File: src/rtl/core/dbf_pkg.sv
// Shared types, constants and fixed-point helpers of the damped bond force block.
package dbf_pkg;

    // Number of spatial dimensions (2 or 3)
    localparam int DIMENSIONS = 3;

    // Pipeline depths of the iterative units, one bit per stage
    localparam int SQRT_LAT = 32;
    localparam int DIV_LAT  = 41;

    // Register index decoded from paddr[2]
    localparam logic [0:0] REG_DAMPING = 1'b0;

    localparam logic signed [31:0] SAT_POS = 32'sh7FFF_FFFF;
    localparam logic signed [31:0] SAT_NEG = 32'sh8000_0000;

    // Clamp for the rate quotient (d.v)/r
    localparam logic [DIV_LAT-1:0] Q1_CLAMP = DIV_LAT'(1) << (DIV_LAT - 1);

    // One bond
    typedef struct packed {
        logic signed [31:0] rel_x;
        logic signed [31:0] rel_y;
        logic signed [31:0] rel_z;
        logic signed [31:0] relv_x;
        logic signed [31:0] relv_y;
        logic signed [31:0] relv_z;
        logic [30:0]        rest_length;
        logic [30:0]        owner_modulus;
        logic [30:0]        neighbour_modulus;
        logic [30:0]        force_scaling;
        logic [30:0]        neighbour_volume;
        logic [30:0]        volume_scaling;
    } t_bond_in;

    // Force, stretch and stress of one bond
    typedef struct packed {
        logic signed [31:0] force_x;
        logic signed [31:0] force_y;
        logic signed [31:0] force_z;
        logic signed [31:0] stretch;
        logic signed [31:0] stress_xx;
        logic signed [31:0] stress_yy;
        logic signed [31:0] stress_xy;
        logic signed [31:0] stress_zz;
        logic signed [31:0] stress_xz;
        logic signed [31:0] stress_yz;
    } t_bond_out;

    // Divider result: quotient, overflow (quotient too wide or divide by zero), numerator nonzero
    typedef struct packed {
        logic [DIV_LAT-1:0] q;
        logic               ovf;
        logic               nz;
    } t_div_res;

    function automatic logic [31:0] mag32(input logic signed [31:0] x);
        return x[31] ? (~x + 32'd1) : x;
    endfunction

    // Signed saturation of a sign and a magnitude
    function automatic logic signed [31:0] satq(input logic neg, input logic [63:0] mag);
        logic signed [31:0] res;
        if (neg) begin
            if (mag >= 64'h8000_0000) res = SAT_NEG;
            else res = -$signed(mag[31:0]);
        end else begin
            if (mag > 64'h7FFF_FFFF) res = SAT_POS;
            else res = $signed(mag[31:0]);
        end
        return res;
    endfunction

    // Sign-magnitude product, truncated toward zero, shift 16 or 17
    function automatic logic signed [31:0] mulq(input logic signed [31:0] a,
                                                input logic signed [31:0] b,
                                                input logic sh17);
        logic [63:0] p;
        p = 64'(mag32(a)) * 64'(mag32(b));
        p = sh17 ? (p >> 17) : (p >> 16);
        return satq(a[31] ^ b[31], p);
    endfunction

    // Saturated quotient from a divider result
    function automatic logic signed [31:0] divsat(input logic neg, input t_div_res dr);
        logic signed [31:0] res;
        if (!dr.nz) res = '0;
        else if (dr.ovf) res = satq(neg, 64'h8000_0000);
        else res = satq(neg, 64'(dr.q));
        return res;
    endfunction

endpackage

File: src/rtl/core/dbf_sqrt.sv
// Pipelined integer square root, one result bit per stage.
module dbf_sqrt (
    input  logic        i_clk,
    input  logic        i_en,
    input  logic [63:0] i_x,
    output logic [31:0] o_root
);
    localparam int N = dbf_pkg::SQRT_LAT;

    logic [63:0] r_x    [N];
    logic [33:0] r_rem  [N];
    logic [31:0] r_root [N];

    logic [63:0] n_x    [N];
    logic [33:0] n_rem  [N];
    logic [31:0] n_root [N];
    logic [63:0] w_x_in    [N];
    logic [33:0] w_rem_in  [N];
    logic [31:0] w_root_in [N];
    logic [35:0] w_t     [N];
    logic [35:0] w_trial [N];

    // One digit step per stage
    always_comb begin
        w_x_in[0]    = i_x;
        w_rem_in[0]  = '0;
        w_root_in[0] = '0;
        for (int k = 1; k < N; k++) begin
            w_x_in[k]    = r_x[k-1];
            w_rem_in[k]  = r_rem[k-1];
            w_root_in[k] = r_root[k-1];
        end
        for (int k = 0; k < N; k++) begin
            w_t[k]     = {w_rem_in[k], w_x_in[k][63:62]};
            w_trial[k] = {2'b00, w_root_in[k], 2'b01};
            n_x[k]     = {w_x_in[k][61:0], 2'b00};
            if (w_t[k] >= w_trial[k]) begin
                n_rem[k]  = 34'(w_t[k] - w_trial[k]);
                n_root[k] = {w_root_in[k][30:0], 1'b1};
            end else begin
                n_rem[k]  = w_t[k][33:0];
                n_root[k] = {w_root_in[k][30:0], 1'b0};
            end
        end
    end

    always_ff @(posedge i_clk) begin
        if (i_en) begin
            for (int k = 0; k < N; k++) begin
                r_x[k]    <= n_x[k];
                r_rem[k]  <= n_rem[k];
                r_root[k] <= n_root[k];
            end
        end
    end

    assign o_root = r_root[N-1];

endmodule

File: config.mk
export PLATFORM = sky130hd
export DESIGN_NAME = dbf_sqrt
export DESIGN_NICKNAME = d
export VERILOG_FILES = /design/src/rtl/core/dbf_pkg.sv /design/src/rtl/core/dbf_sqrt.sv
export SDC_FILE = /design/constraint.sdc
export NUM_CORES = 2
export LEC_CHECK = 0
export BUFFER_PORTS_ARGS = -buffer_cell sky130_fd_sc_hd__buf_2
export CAP_MARGIN = 20
export CORE_AREA = 2 2 497 598
export CTS_BUF_LIST = sky130_fd_sc_hd__clkbuf_2
export CTS_CLUSTER_SIZE = 14
export DETAILED_ROUTE_END_ITERATION = 16
export DIE_AREA = 0 0 499 600
export GPL_ROUTABILITY_DRIVEN = 0
export HOLD_SLACK_MARGIN = 0.12
export PLACE_DENSITY = 0.59
export SYNTH_ARGS = -nofsm -noshare
export SYNTH_HDL_FRONTEND = slang
export SYNTH_MEMORY_MAX_BITS = 65536
export SYNTH_SLANG_ARGS = --single-unit
export TNS_END_PERCENT = 50
File: constraint.sdc
create_clock -name i_clk -period 3.85 [get_ports i_clk]
set_clock_uncertainty 0.15 [all_clocks]
set_input_delay 0 -clock i_clk [delete_from_list [all_inputs] [get_ports i_clk]]
set_output_delay 0 -clock i_clk [all_outputs]
set_load 0.005 [all_outputs]
==> results by group <==
Run status
  – Status: finished, final reports clean

Detailed routing
  – Remaining DRCs: 0
  – Drt first-iter violations: between 4,000 and 5,000
  – Post-Route WL: 251 mm
  – Drt pass-1 iters: 8
  – Drt via density: between 5 and 6
  – Antenna-violating nets left: 0
  – WL per Instance: ~17 microns
  – Via Count: ~74,000

Finish
  – Layout cell share with drive strength beyond 1: 14.3%
  – Nets: ~11,000
  – Layout area overhead: 13.4%
  – Most frequent cells in the layout: edfxtp_1 (2,523), clkbuf_2 (869), inv_1 (698)
  – Share of the core filled with cells: between 40% and 50%
  – Most common cell after layout, fill and taps aside: edfxtp_1

Critical path
  – Worst r2r src: r_root[1][163]
  – CP Buf/Inv Count: 2
  – Reg2Reg Capture Point: r_rem[1][234]
  – Setup crit end: r_rem[1][234]
  – Data arrival, critical path: between 4 and 5 ns
  – R2R setup slack: 0.13 ns
  – CP Max Fanout: 5
  – Critical path data required time: approximately 5.1 ns
  – Setup crit end kind: flip-flop
  – Startpoint type of the worst setup path: flip-flop
  – Critical Path Stages: 13
  – Worst reg2reg path depth: 13
  – Worst Setup Path Type: flip-flop to flip-flop
  – Worst-path cell chain: inv_1, ha_1, a21o_1, a21oi_1, o21bai_1, o31ai_1, o211ai_1, a21oi_1, nor2_1, a2111oi_0, buf_4, o211ai_1, xnor2_1
  – CP delay by family, top: compound AO/OA/AOI/OAI gates
  – Crit-path max cell delay: roughly 0.54 ns
  – Crit path max-delay cell type: a2111oi_0
  – Worst Setup SP: r_root[1][163]

Synthesis
  – Seq/Total Area, Yosys: between 60% and 70%
  – Post-Syn Nets: around 9,600
  – Distinct cell type count after synthesis: 82
  – Syn_area_per_cell: 13.0 sq um
  – Yosys top cell area share: between 60% and 70%
  – Post-synth EDFFs: about 2,500
  – Area leader, netlist: edfxtp_1
  – Synth warn: 0
  – Fraction of registers with async set/reset: 0%
  – Synth area leaders: edfxtp_1 (65%), ha_1 (6.0%), xnor2_1 (3.3%)
  – Main synth FF type: edfxtp_1
  – Synth Instances: 8,983
  – Mapped Area: approximately 120,000 sq um
  – Seq cells post-synth: between 2,000 and 3,000

Die
  – FP Rows: 218
  – DIE AREA: around 300,000 sq um
  – Core ar.: roughly 290,000 sq um
  – Die W: 499 microns
  – Io pins: just under 100
  – Die H: 600 microns
  – Starting Density: 39.9%

Pwr
  – PwrDens: approximately 540 nW/um^2
  – Leakage power total: a little over 50 nW
  – VDD IR max: about 0.00033 V

STA
  – Hold Fails Final Rpt: 0
  – Min cycle time layout: ~3.7 ns
  – Slew margin rel.: 37.9%
  – Final setup fails: 0
  – Max Clock Freq: between 200 and 300 MHz
  – Crit share post-route: 96.7%
  – Fin. max-slew vios: 0
  – Worst slew pin tran: around 0.92 ns
  – Final Worst Setup Slack: ~0.13 ns
  – RSZ-0062 raised after global routing: yes

Clock network
  – Max clock buf depth: 4
  – Max H-tree Level: 6
  – Clk Latency, worst-skew pair: approximately 1.7 ns
  – CTS Buf Count: 637
  – CTS tree: yes
  – Sink Count: 2,523
  – Root Buffer: clkbuf_2
  – Worst-path clk slew: around 0.11 ns

GRT
  – First-pass GRT wire length: 395 mm
  – Largest net degree at the start of global routing: 118
  – Vias in the first global route: between 70,000 and 80,000
  – GRT Total Usage: between 10% and 20%
  – GRT overflow: 0
  – Initial antenna violation count: 5

Flow run
  – Max-cap violations: 0

Placement
  – Post-detail-place hpwl: about 180 mm
  – Port buffer count: 97
  – Pre-CTS WS: -0.0376 ns

Worst hold path
  – Hold Path Class: flip-flop to flip-flop
-- layer usage --
metal | track usage, % | wire length [microns]
met1 | 18.1 | 98100
met4 | 9.03 | 13100
met5 | 0 | 27
met3 | 2.90 | 10600
met2 | 29.7 | 129000
-- where the power goes --
part / total (W) / switching (W) / internal (W)
Combinational: 0.0165 / 0.00936 / 0.00716
Clock: 0.0182 / 0.0108 / 0.00742
Sequential: 0.0370 / 0.00232 / 0.0347
-- final cells by class --
cell class	count	area, sq um
Fill cell	26637	160000
Sequential cell	2523	75800
Multi-Input combinational cell	5596	38400
Timing Repair Buffer	594	5360
Tap cell	3850	4820
Clock buffer	869	4350
Inverter	699	2620
Clock inverter	214	1450
Antenna cell	6	15.0
-- what timing repair did --
action,4_1_cts,5_1_grt
endpoints found under the setup margin,30,143
cloned,0,0
hold endpoints to repair,2588,0
hold buffers,266,0
buffers inserted,1,7
resized for setup,10,63
pin swaps,0,6
-- logic make-up after synthesis --
logic type	synth area share, %
simple gates	9.61
flops	64.7
xor+xnor	6.31
fa+ha+maj	6.01
compound gates	9.58
mux	0.996
buf+inv	2.79
other cells	0.00320
-- cells in the mapped netlist (94+ instances only) --
master       n
edfxtp_1  2523
inv_1      698
a21oi_1    594
nand2_1    577
ha_1       562
nor2_1     540
xnor2_1    443
o21ai_0    439
xor2_1     401
a21o_1     256
nor3_1     222
clkbuf_1   145
nand3_1    138
nor4_1     114
nand2b_1   113
o21a_1      97
or3_1       96
nor2b_1     94
-- per-stage QoR --
| step | setup TNS [ns] | area, sq um | hold slack [ns] | power, W | cells |
|---|---|---|---|---|---|
| 5_1_grt | -0.325 | 133000 | 0.221 | 0.0762 | 14350 |
| 4_1_cts | 0 | 132000 | 0.121 | 0.0726 | 14338 |
| 3_3_place_gp | -0.404 | 124000 | 0.0264 | 0.0533 | 12988 |
| 2_1_floorplan | 0 | 117000 | -0.0511 | 0.0482 | 8983 |
| 3_5_place_dp | -0.0756 | 124000 | 0.0281 | 0.0536 | 12988 |
| 6_report | 0 | 133000 | 0.187 | 0.0717 | 14351 |
-- sequential cells by signal, summed over array words and instances (netlist names) --
register / flops
r_rem: 1003
r_root: 528
r_x: 992
-- worst min path at each step --
stage / from / endpoint / cells after the start
CTS: i_x[50] / r_x[0][50] / 5
global placement: i_x[7] / r_x[0][7] / 1
detailed placement: i_x[27] / r_x[0][27] / 1
floorplan: i_x[0] / r_x[0][0] / 0
global route: r_x[0][898] / r_x[0][962] / 0
finish: r_x[0][898] / r_x[0][962] / 0
No activity file was read; power rests on OpenSTA's default activity.
